`config.mk`:
```
export PLATFORM = sky130hd
export DESIGN_NAME = width_converting_fifo_core
export DESIGN_NICKNAME = d
export VERILOG_FILES = /design/src/hw/rtl/wcf_pkg.sv /design/src/hw/rtl/wcf_ram.sv /design/src/hw/rtl/width_converting_fifo_core.sv
export SDC_FILE = /design/constraint.sdc
export NUM_CORES = 1
export LEC_CHECK = 0
export ABC_AREA = 1
export BUFFER_PORTS_ARGS = -buffer_cell sky130_fd_sc_hd__clkbuf_2
export CAP_MARGIN = 20
export CORE_MARGIN = 2
export CORE_UTILIZATION = 30
export DETAILED_ROUTE_END_ITERATION = 7
export PLACE_DENSITY = 0.56
export SETUP_SLACK_MARGIN = 0.2
export SLEW_MARGIN = 10
export SYNTH_ARGS = -nofsm -noshare
export SYNTH_HDL_FRONTEND = slang
export SYNTH_SLANG_ARGS = --single-unit
```
`constraint.sdc`:
```
create_clock -name clk -period 14.2 [get_ports clk]
set_clock_uncertainty 0.2 [all_clocks]
set_input_delay 3.55 -clock clk [delete_from_list [all_inputs] [get_ports clk]]
set_output_delay 3.55 -clock clk [all_outputs]
set_load 0.01 [all_outputs]
```
`src/hw/rtl/wcf_pkg.sv`:
```
package wcf_pkg;

  localparam int DEPTH_DEF     = 16;
  localparam int IN_ELEMS_DEF  = 4;
  localparam int OUT_ELEMS_DEF = 1;
  localparam int ELEM_BITS_DEF = 16;

  localparam int LANE_W    = 16;
  localparam int NUM_LANES = 4;

  typedef struct packed {
    logic empty;
    logic full;
    logic near_full;
    logic underflow;
    logic overflow;
  } wcf_flags_t;

endpackage

```
`src/hw/rtl/wcf_ram.sv`:
```
module wcf_ram #(
  parameter int ROWS  = wcf_pkg::DEPTH_DEF,
  parameter int ROW_W = wcf_pkg::LANE_W,
  localparam int AW   = (ROWS > 1) ? $clog2(ROWS) : 1
) (
  input  logic             clk,
  input  logic             wr_en,
  input  logic [AW-1:0]    wr_addr,
  input  logic [ROW_W-1:0] wr_data,
  input  logic             rd_en,
  input  logic [AW-1:0]    rd_addr,
  output logic [ROW_W-1:0] rd_data_r
);

  logic [ROW_W-1:0] mem [ROWS];

  always_ff @(posedge clk) begin
    if (wr_en) begin
      mem[wr_addr] <= wr_data;
    end
  end

  always_ff @(posedge clk) begin
    if (rd_en) begin
      rd_data_r <= mem[rd_addr];
    end
  end

endmodule

```
`src/hw/rtl/width_converting_fifo_core.sv`:
```
// An accepted item passes the stage-a register, then the stage-b register, from which its result leaves.
// Throughput: one item per cycle while out_stall is low; every item gives exactly one result.
// The front entry is read from a single-port-write row memory with a registered read,
// with a bypass when the row being read is written in the same cycle.
// Reset (rst_n low, synchronous) clears valid bits, pointers, count and the staging word;
// the entry memory is not cleared.
module width_converting_fifo_core #(
  parameter int DEPTH     = wcf_pkg::DEPTH_DEF,
  parameter int IN_ELEMS  = wcf_pkg::IN_ELEMS_DEF,
  parameter int OUT_ELEMS = wcf_pkg::OUT_ELEMS_DEF,
  parameter int ELEM_BITS = wcf_pkg::ELEM_BITS_DEF
) (
  input  logic                                clk,
  input  logic                                rst_n,
  input  logic                                in_valid,
  output logic                                in_stall,
  input  logic                                in_read_enable,
  input  logic                                in_write_enable,
  input  logic signed [wcf_pkg::LANE_W-1:0]   in_lane0,
  input  logic signed [wcf_pkg::LANE_W-1:0]   in_lane1,
  input  logic signed [wcf_pkg::LANE_W-1:0]   in_lane2,
  input  logic signed [wcf_pkg::LANE_W-1:0]   in_lane3,
  output logic                                out_valid,
  input  logic                                out_stall,
  output logic                                out_is_empty,
  output logic                                out_is_full,
  output logic                                out_is_almost_full,
  output logic                                out_underflow_error,
  output logic                                out_overflow_error,
  output logic signed [wcf_pkg::LANE_W-1:0]   out_lane0,
  output logic signed [wcf_pkg::LANE_W-1:0]   out_lane1,
  output logic signed [wcf_pkg::LANE_W-1:0]   out_lane2,
  output logic signed [wcf_pkg::LANE_W-1:0]   out_lane3
);
  import wcf_pkg::*;

  localparam bit WIDE      = IN_ELEMS > OUT_ELEMS;
  localparam int RATIO     = WIDE ? (IN_ELEMS / OUT_ELEMS) : (OUT_ELEMS / IN_ELEMS);
  localparam int EPR       = WIDE ? RATIO : 1;
  localparam int ROWS      = (DEPTH + EPR - 1) / EPR;
  localparam int ROW_AW    = (ROWS > 1) ? $clog2(ROWS) : 1;
  localparam int SUB_W     = (EPR > 1) ? $clog2(EPR) : 1;
  localparam int ENT_W     = OUT_ELEMS * ELEM_BITS;
  localparam int ROW_ELEMS = EPR * OUT_ELEMS;
  localparam int ROW_W     = ROW_ELEMS * ELEM_BITS;
  localparam int CNT_W     = $clog2(DEPTH + 2 * RATIO + 1);

  localparam logic [CNT_W-1:0]  DEPTH_C    = CNT_W'(DEPTH);
  localparam logic [CNT_W-1:0]  FULL_ADD   = CNT_W'(RATIO);
  localparam logic [CNT_W-1:0]  ALMOST_ADD = CNT_W'(2 * RATIO);
  localparam logic [CNT_W-1:0]  PUSH_CNT   = CNT_W'(EPR);
  localparam logic [ROW_AW-1:0] LAST_ROW   = ROW_AW'(ROWS - 1);
  localparam logic [SUB_W-1:0]  LAST_SUB   = SUB_W'(EPR - 1);

  logic                 a_vld_r;
  logic                 a_re_r;
  logic                 a_we_r;
  logic [ELEM_BITS-1:0] a_lane_r [NUM_LANES];
  logic [ELEM_BITS-1:0] in_lane_w [NUM_LANES];

  logic                 b_vld_r;
  wcf_flags_t           b_flags_r;
  logic [SUB_W-1:0]     b_sub_r;
  logic                 b_byp_r;
  logic [ROW_W-1:0]     b_byp_data_r;
  logic [ROW_W-1:0]     rd_data_r;

  logic [CNT_W-1:0]     cnt_r, cnt_nxt, cnt_pop;
  logic [ROW_AW-1:0]    rd_row_r, rd_row_nxt;
  logic [SUB_W-1:0]     rd_sub_r, rd_sub_nxt;
  logic [ROW_AW-1:0]    wr_row_r, wr_row_nxt;

  logic                 b_adv, a_adv;
  logic                 pop_ok, uf_err;
  logic                 push, of_err;
  logic [ROW_W-1:0]     row_wdata;
  wcf_flags_t           flags_nxt;

  logic [ROW_W-1:0]     b_row;
  logic [ENT_W-1:0]     b_ent;
  logic [LANE_W-1:0]    out_lane_w [NUM_LANES];

  assign in_lane_w[0] = in_lane0[ELEM_BITS-1:0];
  assign in_lane_w[1] = in_lane1[ELEM_BITS-1:0];
  assign in_lane_w[2] = in_lane2[ELEM_BITS-1:0];
  assign in_lane_w[3] = in_lane3[ELEM_BITS-1:0];

  assign b_adv    = !b_vld_r || !out_stall;
  assign a_adv    = a_vld_r && b_adv;
  assign in_stall = a_vld_r && !b_adv;

  always_ff @(posedge clk) begin
    if (!rst_n) begin
      a_vld_r <= 1'b0;
    end else if (!in_stall) begin
      a_vld_r <= in_valid;
    end
  end

  always_ff @(posedge clk) begin
    if (in_valid && !in_stall) begin
      a_re_r   <= in_read_enable;
      a_we_r   <= in_write_enable;
      a_lane_r <= in_lane_w;
    end
  end

  // pop first, then push
  always_comb begin
    pop_ok     = a_re_r && (cnt_r != '0);
    uf_err     = a_re_r && (cnt_r == '0);
    cnt_pop    = pop_ok ? (cnt_r - CNT_W'(1)) : cnt_r;
    rd_row_nxt = rd_row_r;
    rd_sub_nxt = rd_sub_r;
    if (pop_ok) begin
      if (rd_sub_r == LAST_SUB) begin
        rd_sub_nxt = '0;
        rd_row_nxt = (rd_row_r == LAST_ROW) ? '0 : (rd_row_r + ROW_AW'(1));
      end else begin
        rd_sub_nxt = rd_sub_r + SUB_W'(1);
      end
    end
    cnt_nxt    = push ? (cnt_pop + PUSH_CNT) : cnt_pop;
    wr_row_nxt = wr_row_r;
    if (push) begin
      wr_row_nxt = (wr_row_r == LAST_ROW) ? '0 : (wr_row_r + ROW_AW'(1));
    end
    flags_nxt.empty       = (cnt_nxt == '0);
    flags_nxt.full        = WIDE ? ((cnt_nxt + FULL_ADD) > DEPTH_C) : (cnt_nxt >= DEPTH_C);
    flags_nxt.near_full   = (cnt_nxt + ALMOST_ADD) > DEPTH_C;
    flags_nxt.underflow   = uf_err;
    flags_nxt.overflow    = of_err;
  end

  generate
    if (WIDE) begin : g_wide
      logic fits;

      assign fits   = (cnt_pop + FULL_ADD) <= DEPTH_C;
      assign push   = a_we_r && fits;
      assign of_err = a_we_r && !fits;

      for (genvar e = 0; e < ROW_ELEMS; e++) begin : g_elem
        assign row_wdata[e*ELEM_BITS +: ELEM_BITS] = a_lane_r[e];
      end
    end else begin : g_narrow
      logic [ENT_W-1:0] stg_word_r, stg_word_nxt;
      logic [1:0]       stg_idx_r, stg_idx_nxt;
      logic             last;
      logic             room;

      for (genvar p = 0; p < OUT_ELEMS; p++) begin : g_pos
        localparam logic [1:0] SLOT = 2'(p / IN_ELEMS);
        localparam int         LN   = p % IN_ELEMS;
        assign stg_word_nxt[p*ELEM_BITS +: ELEM_BITS] =
          (a_we_r && stg_idx_r == SLOT) ? a_lane_r[LN] : stg_word_r[p*ELEM_BITS +: ELEM_BITS];
      end

      assign last        = stg_idx_r >= 2'(RATIO - 1);
      assign room        = cnt_pop < DEPTH_C;
      assign push        = a_we_r && last && room;
      assign of_err      = a_we_r && last && !room;
      assign row_wdata   = stg_word_nxt;
      assign stg_idx_nxt = !a_we_r ? stg_idx_r : (last ? 2'd0 : (stg_idx_r + 2'd1));

      always_ff @(posedge clk) begin
        if (!rst_n) begin
          stg_word_r <= '0;
          stg_idx_r  <= '0;
        end else if (a_adv) begin
          stg_word_r <= stg_word_nxt;
          stg_idx_r  <= stg_idx_nxt;
        end
      end
    end
  endgenerate

  always_ff @(posedge clk) begin
    if (!rst_n) begin
      cnt_r    <= '0;
      rd_row_r <= '0;
      rd_sub_r <= '0;
      wr_row_r <= '0;
    end else if (a_adv) begin
      cnt_r    <= cnt_nxt;
      rd_row_r <= rd_row_nxt;
      rd_sub_r <= rd_sub_nxt;
      wr_row_r <= wr_row_nxt;
    end
  end

  wcf_ram #(
    .ROWS  (ROWS),
    .ROW_W (ROW_W)
  ) u_ram (
    .clk       (clk),
    .wr_en     (a_adv && push),
    .wr_addr   (wr_row_r),
    .wr_data   (row_wdata),
    .rd_en     (a_adv),
    .rd_addr   (rd_row_nxt),
    .rd_data_r (rd_data_r)
  );

  always_ff @(posedge clk) begin
    if (!rst_n) begin
      b_vld_r <= 1'b0;
    end else if (b_adv) begin
      b_vld_r <= a_vld_r;
    end
  end

  always_ff @(posedge clk) begin
    if (a_adv) begin
      b_flags_r    <= flags_nxt;
      b_sub_r      <= rd_sub_nxt;
      b_byp_r      <= push && (wr_row_r == rd_row_nxt);
      b_byp_data_r <= row_wdata;
    end
  end

  assign b_row = b_byp_r ? b_byp_data_r : rd_data_r;
  assign b_ent = b_row[b_sub_r * ENT_W +: ENT_W];

  generate
    for (genvar i = 0; i < NUM_LANES; i++) begin : g_out
      if (i < OUT_ELEMS) begin : g_used
        assign out_lane_w[i] = b_flags_r.empty ? '0 :
                               LANE_W'(signed'(b_ent[i*ELEM_BITS +: ELEM_BITS]));
      end else begin : g_unused
        assign out_lane_w[i] = '0;
      end
    end
  endgenerate

  assign out_valid           = b_vld_r;
  assign out_is_empty        = b_flags_r.empty;
  assign out_is_full         = b_flags_r.full;
  assign out_is_almost_full  = b_flags_r.near_full;
  assign out_underflow_error = b_flags_r.underflow;
  assign out_overflow_error  = b_flags_r.overflow;
  assign out_lane0           = out_lane_w[0];
  assign out_lane1           = out_lane_w[1];
  assign out_lane2           = out_lane_w[2];
  assign out_lane3           = out_lane_w[3];

endmodule

```
==> results of run 1 <==
## synth_stat cells, drive strengths merged
master | count | area (um2)
clkbuf | 22 | 82.58
a21oi | 13 | 65.06
nand2 | 38 | 182.7
xnor2 | 1 | 8.760
conb | 1 | 3.750
nand3 | 13 | 75.07
edfxtp | 458 | 13750
nor3 | 3 | 25.02
a31oi | 16 | 100.1
o22ai | 79 | 494.2
or2 | 1 | 6.260
nand3b | 1 | 7.510
a21boi | 1 | 7.510
clkinv | 1 | 3.750
inv | 41 | 156.4
buf | 92 | 671.9
a32oi | 1 | 8.760
xor2 | 3 | 26.28
ha | 8 | 100.1
o21ai | 223 | 1127
dfxtp | 13 | 260.3
nor2 | 232 | 873.3
o211ai | 1 | 7.510
## kinds of logic (layout without fill, tap and decap cells)
family | count (synthesis) | count (layout)
buf+inv | 156 | 240
xor+xnor | 4 | 4
other cells | 1 | 48
simple gates | 288 | 288
flops | 471 | 471
fa+ha+maj | 8 | 8
compound gates | 334 | 334
## state kept, by name, indices dropped and copies added (netlist names)
signal	count
a_we_r	1
b_byp_r	1
rd_sub_r	2
u_ram.mem	256
cnt_r	5
wr_row_r	2
rd_row_r	2
out_is_full	1
u_ram.rd_data_r	64
a_re_r	1
out_overflow_error	1
out_is_almost_full	1
out_underflow_error	1
out_is_empty	1
b_byp_data_r	64
out_valid	1
a_lane_r	64
b_sub_r	2
a_vld_r	1
## per-layer routing
metal	GRT usage (%)	up-vias	share of wire, %
met5	0	-	0
met1	17.90	5065	46
met2	20.69	306	47
li1	-	4743	-
met3	2.299	52	5.0
met4	3.511	0	2.0
## power groups by stage
stage	Clock (mW)	Combinational (mW)	Sequential, mW
global route	1.32	0.263	1.62
detailed placement	0	0.237	1.65
global placement	0	0.233	1.65
CTS	1.27	0.238	1.62
finish	1.24	0.235	1.62
floorplan	0	0.172	1.64
## worst max-delay path, stage by stage
cell and delay, ns:
clkbuf_2 0.08, nand2_1 0.08, nor2_1 0.13, clkbuf_2 0.15
## area by class of cell
class | count | share of cell area, %
tap | 773 | 4.689
timing repair buffer | 109 | 2.911
clock buffer | 59 | 6.126
inverter | 42 | 0.7885
multi-input combinational | 682 | 16.17
clock inverter | 30 | 1.383
sequential | 471 | 67.93
## metrics by stage
| step | hold slack (ns) | cell area (um2) |
|---|---|---|
| 2_1_floorplan | 0.2675 | 18230 |
| 3_3_place_gp | 0.2894 | 19060 |
| 3_5_place_dp | 0.2913 | 19060 |
| 4_1_cts | 0.3150 | 20610 |
| 5_1_grt | 0.3484 | 20630 |
| 6_report | 0.3076 | 20630 |
## path summary, 6_finish.rpt
path | startpoint | slack (ns) | to
hold reg to reg | cnt_r[1] | 0.31 | cnt_r[1]
hold / removal | cnt_r[1] | 0.31 | cnt_r[1]
setup / recovery | out_stall | 6.46 | in_stall
setup reg to reg | cnt_r[0] | 10.20 | u_ram.rd_data_r[12]
==> metrics.txt, run 1 <==
outcome completed; Via density about 4.7; Hold Fails Final Rpt 0; total power 3.094 mW; Setup crit end kind output pin; register area 0.01401 mm2; Inserted Clock Buffers a little under 50; WP data required roughly 10 ns; register area share after synthesis 77.65%; WS Path Type input pin to output pin; Slew HR between 20% and 30%; Mapped Area between 0.015 and 0.02 mm2; CTS tree yes; post-synthesis mux area share 0%; Top Ports approximately 140; Area Overhead vs Synth 14.30%; maximum VDD drop 104.0 uV; # fillers between 5000 and 6000; Final min period 7.739 ns; XOR/XNOR Fraction of Synth Area 0.1941%; Mapped Cells roughly 1300; final core utilization about a third; worst skew pair latency approximately 0.6 ns; switch share a little under a quarter; largest net degree at the start of global routing 75; drt pass-1 iters 5; Min-Delay Path Class register to register; DRT antenna net count 0; final setup violation count 0; initial antenna violation count 0; CTS sink count about 470; most frequent cells in the layout 458 x edfxtp_1, 226 x nor2_1, 208 x o21ai_0, 92 x clkbuf_2, 79 x o22ai_1; CTS clk-pin slew, worst paths ~0.06 ns; commonest non-fill, non-tap cell in the layout edfxtp_1; Starting Density approximately 30%; Worst Slack Setup Final around 6.5 ns; clk buf depth 3; die height 249.3 um; Post-CTS Setup Bufs 0; antenna cells 0; dpl hpwl ~22000 um; GR Overflow Total 0; die area just over 0.06 mm2; CP max FO 3; vias in the first global route roughly 10000; clock root buffer clkbuf_16; Final period util a little over half; Cell Pwr Density roughly 150 mW/mm2; Multi-input gate area 0.003336 mm2; count of input and output buffers ~90; Comb power frac 7.6%; Layout Cells excl Fill 2166; leakage power between 6 and 7 nW; Die X about 250 um; max_cap viols 0; Synth warnings 0; NetSw between 0.7 and 0.8 mW; first-pass GRT wire length ~61000 um; startpoint type of the worst setup path input pin; clock share of power between 40% and 50%; drt initial violations 904; fmax roughly 0.13 GHz; Cell Int Power about 2.4 mW; Worst Path Arrival 3.99 ns; CTS resizes 0; largest family of logic cells by synthesized area compound AO/OA/AOI/OAI gates; core area between 0.05 and 0.06 mm2; Reg2Reg Depth 11; Vias around 10000; Synth cell types 36; pre-CTS WS 6.446 ns; Final #Nets roughly 1400; Wirelength per Cell roughly 19 um; TNS Setup 0 ns; CTS H-Tree Depth 2; Final Slew Violations 0; drt drc 0; Synth Area in Simple Gates 6.482%; cell row count 89; share of post-route cells with drive strength above 1 approximately 14%; hold depth 2; unrepaired setup endpoints after global routing no; synthesized area per cell 14.30 um2; hold buffers post-CTS 0; Compound-Gate Fraction of Synth Area between 10% and 20%; Synth Area in Adders 0.5546%; worst slew pin tran 1.116 ns; gpl congestion about 0.76; Reg power frac between 50% and 60%; GRT Util Overall ~13%; final wirelength roughly 40000 um; DP Cell Count approximately 2100; flops & latches, synth about 470
Power figures use the tool's default switching activity.
==> inputs of run 2 (changes only) <==
- PLACE_DENSITY: 0.56 -> 0.55
- clock period: 14.2 -> 7.8 ns (I/O delays scaled with it)
==> metrics.txt, run 2 (same netlist as run 1, synthesis figures left out) <==
clk buf depth 3 (unchanged); final core utilization 34.64% (-0.18 points); NetSw 1.288 mW (+77%); met2 WL 18290 um (-3.3%); max_cap viols 0 (unchanged); GRT Util Overall 12.71% (-0.15 points); met3 WL 2185 um (+7.3%); DRT antenna net count 0 (unchanged); Slew HR 28.36% (+2.7 points); clock root buffer clkbuf_16; Max Used Layer met4; first-pass GRT wire length 60730 um (-0.56%); commonest non-fill, non-tap cell in the layout edfxtp_1; outcome completed; Final Slew Violations 0 (unchanged); CTS resizes 0 (unchanged); final instance area 0.02052 mm2 (-0.53%); Die X 249.3 um (unchanged); startpoint type of the worst setup path register; maximum VDD drop 193.8 uV (+86%); WS Path Type register to output pin; Cell Int Power 4.230 mW (+79%); hold buffers post-CTS 0 (unchanged); initial antenna violation count 0 (unchanged); Area Overhead vs Synth 13.70%; Starting Density 30.46% (unchanged); Post-CTS Setup Bufs 0 (unchanged); core area 0.05924 mm2 (unchanged); hold path startpoint cnt_r[1]; Reg power frac 53.5% (+1.2 points); CTS sink count 471 (unchanged); Min-Delay Path Class register to register; final setup violation count 0 (unchanged); worst slew pin tran 1.075 ns (-0.04121 ns); final wirelength 39820 um (-1.2%); CTS clk-pin slew, worst paths 0.06 ns (about the same); Top Ports 141 (unchanged); fmax approximately 0.19 GHz; gpl congestion 0.7541 (-1.1%); Via density 4.633 (-1.3%); Final period util between 60% and 70%; count of input and output buffers 92 (unchanged); drt pass-1 iters 6 (+1); worst skew pair latency 0.58 ns (-0.03 ns); share of post-route cells with drive strength above 1 13.87% (-0.27 points); clock share of power 38.9% (-1.2 points); Top reg by flops u_ram.mem; Wirelength per Cell 18.45 um (-0.88%); GR Overflow Total 0 (unchanged); TNS Setup 0 ns (unchanged); Worst Path Arrival 3.17 ns (-0.82 ns); dpl hpwl 22970 um (+3.3%); Final min period between 5 and 6 ns; WP data required 5.65 ns (-4.80 ns); drt drc 0 (unchanged); Hold Fails Final Rpt 0 (unchanged); Vias 9998 (-1.7%); die area 0.06214 mm2 (unchanged); cell row count 89 (unchanged); drt initial violations 962 (+6.4%); die height 249.3 um (unchanged); leakage power 6.931 nW (-0.85%); cell area after placement 0.01905 mm2 (about the same); switch share 23.34% (-0.17 points); Comb power frac 7.7% (about the same); CP max FO 33 (+30); vias in the first global route 9707 (-0.71%); Critical Path Source b_sub_r[0]; reg-to-reg startpoint cnt_r[0]; Inserted Clock Buffers 46 (-6.1%); largest net degree at the start of global routing 143 (+91%); r2r setup slk 3.74 ns (-6.46 ns); WL met1 18340 um (-1.2%); Cell Pwr Density 268.9 mW/mm2 (+79%); CTS H-Tree Depth 2 (unchanged); CTS tree yes; unrepaired setup endpoints after global routing no; Setup crit end kind output pin; most frequent cells in the layout 458 x edfxtp_1, 226 x nor2_1, 208 x o21ai_0, 92 x clkbuf_2, 79 x o22ai_1; max reg flops 256 (unchanged); Final #Nets 1427 (-0.42%)
[run 2: through the flow]
step                      setup WS (ns)  cells  power [mW]  hold slack (ns)
after floorplan                 -0.2609   1309       3.295           0.2675
after global placement            2.782   2073       3.422           0.2848
after detailed placement          2.717   2073       3.432           0.2942
after CTS                         2.386   2156       5.578           0.3132
after global routing              2.154   2157       5.736           0.3580
final                             2.475   2158       5.519           0.3052
[run 2: area by class of cell]
class | instances | area [um2]
tap | 773 | 967.2
clock buffer | 59 | 1221
inverter | 42 | 162.7
sequential | 471 | 14010
multi-input combinational | 682 | 3336
timing repair buffer | 106 | 590.6
fill | 5697 | 38720
antenna | 1 | 2.502
clock inverter | 24 | 226.5
[run 2: layer usage]
layer	global-route usage (%)	vias to the layer above
li1	-	4730
met1	18.03	4897
met2	19.78	319
met3	2.393	52
met4	3.855	0
met5	0	-
[run 2: path summary, 6_finish.rpt]
path | end | depth (start not counted)
worst min register to register | cnt_r[1] | 2
worst max-delay path | out_lane0[12] | 7
worst max register to register | u_ram.rd_data_r[62] | 12
worst min-delay path | cnt_r[1] | 2
[run 2: power groups by stage]
stage | clock network (mW) | registers (mW) | logic, mW
floorplan | 0 | 2.98 | 0.313
global placement | 0 | 3.00 | 0.418
detailed placement | 0 | 3.00 | 0.428
CTS | 2.20 | 2.95 | 0.429
global route | 2.30 | 2.96 | 0.477
finish | 2.14 | 2.95 | 0.423
[run 2: critical path, cell delays in order, from the launching register on]
cell and delay (ns):
edfxtp_1 0.35, buf_4 0.28, inv_1 0.80, o21ai_0 0.22
o22ai_1 0.25, o21ai_0 0.11, a31oi_1 0.35, clkbuf_2 0.21
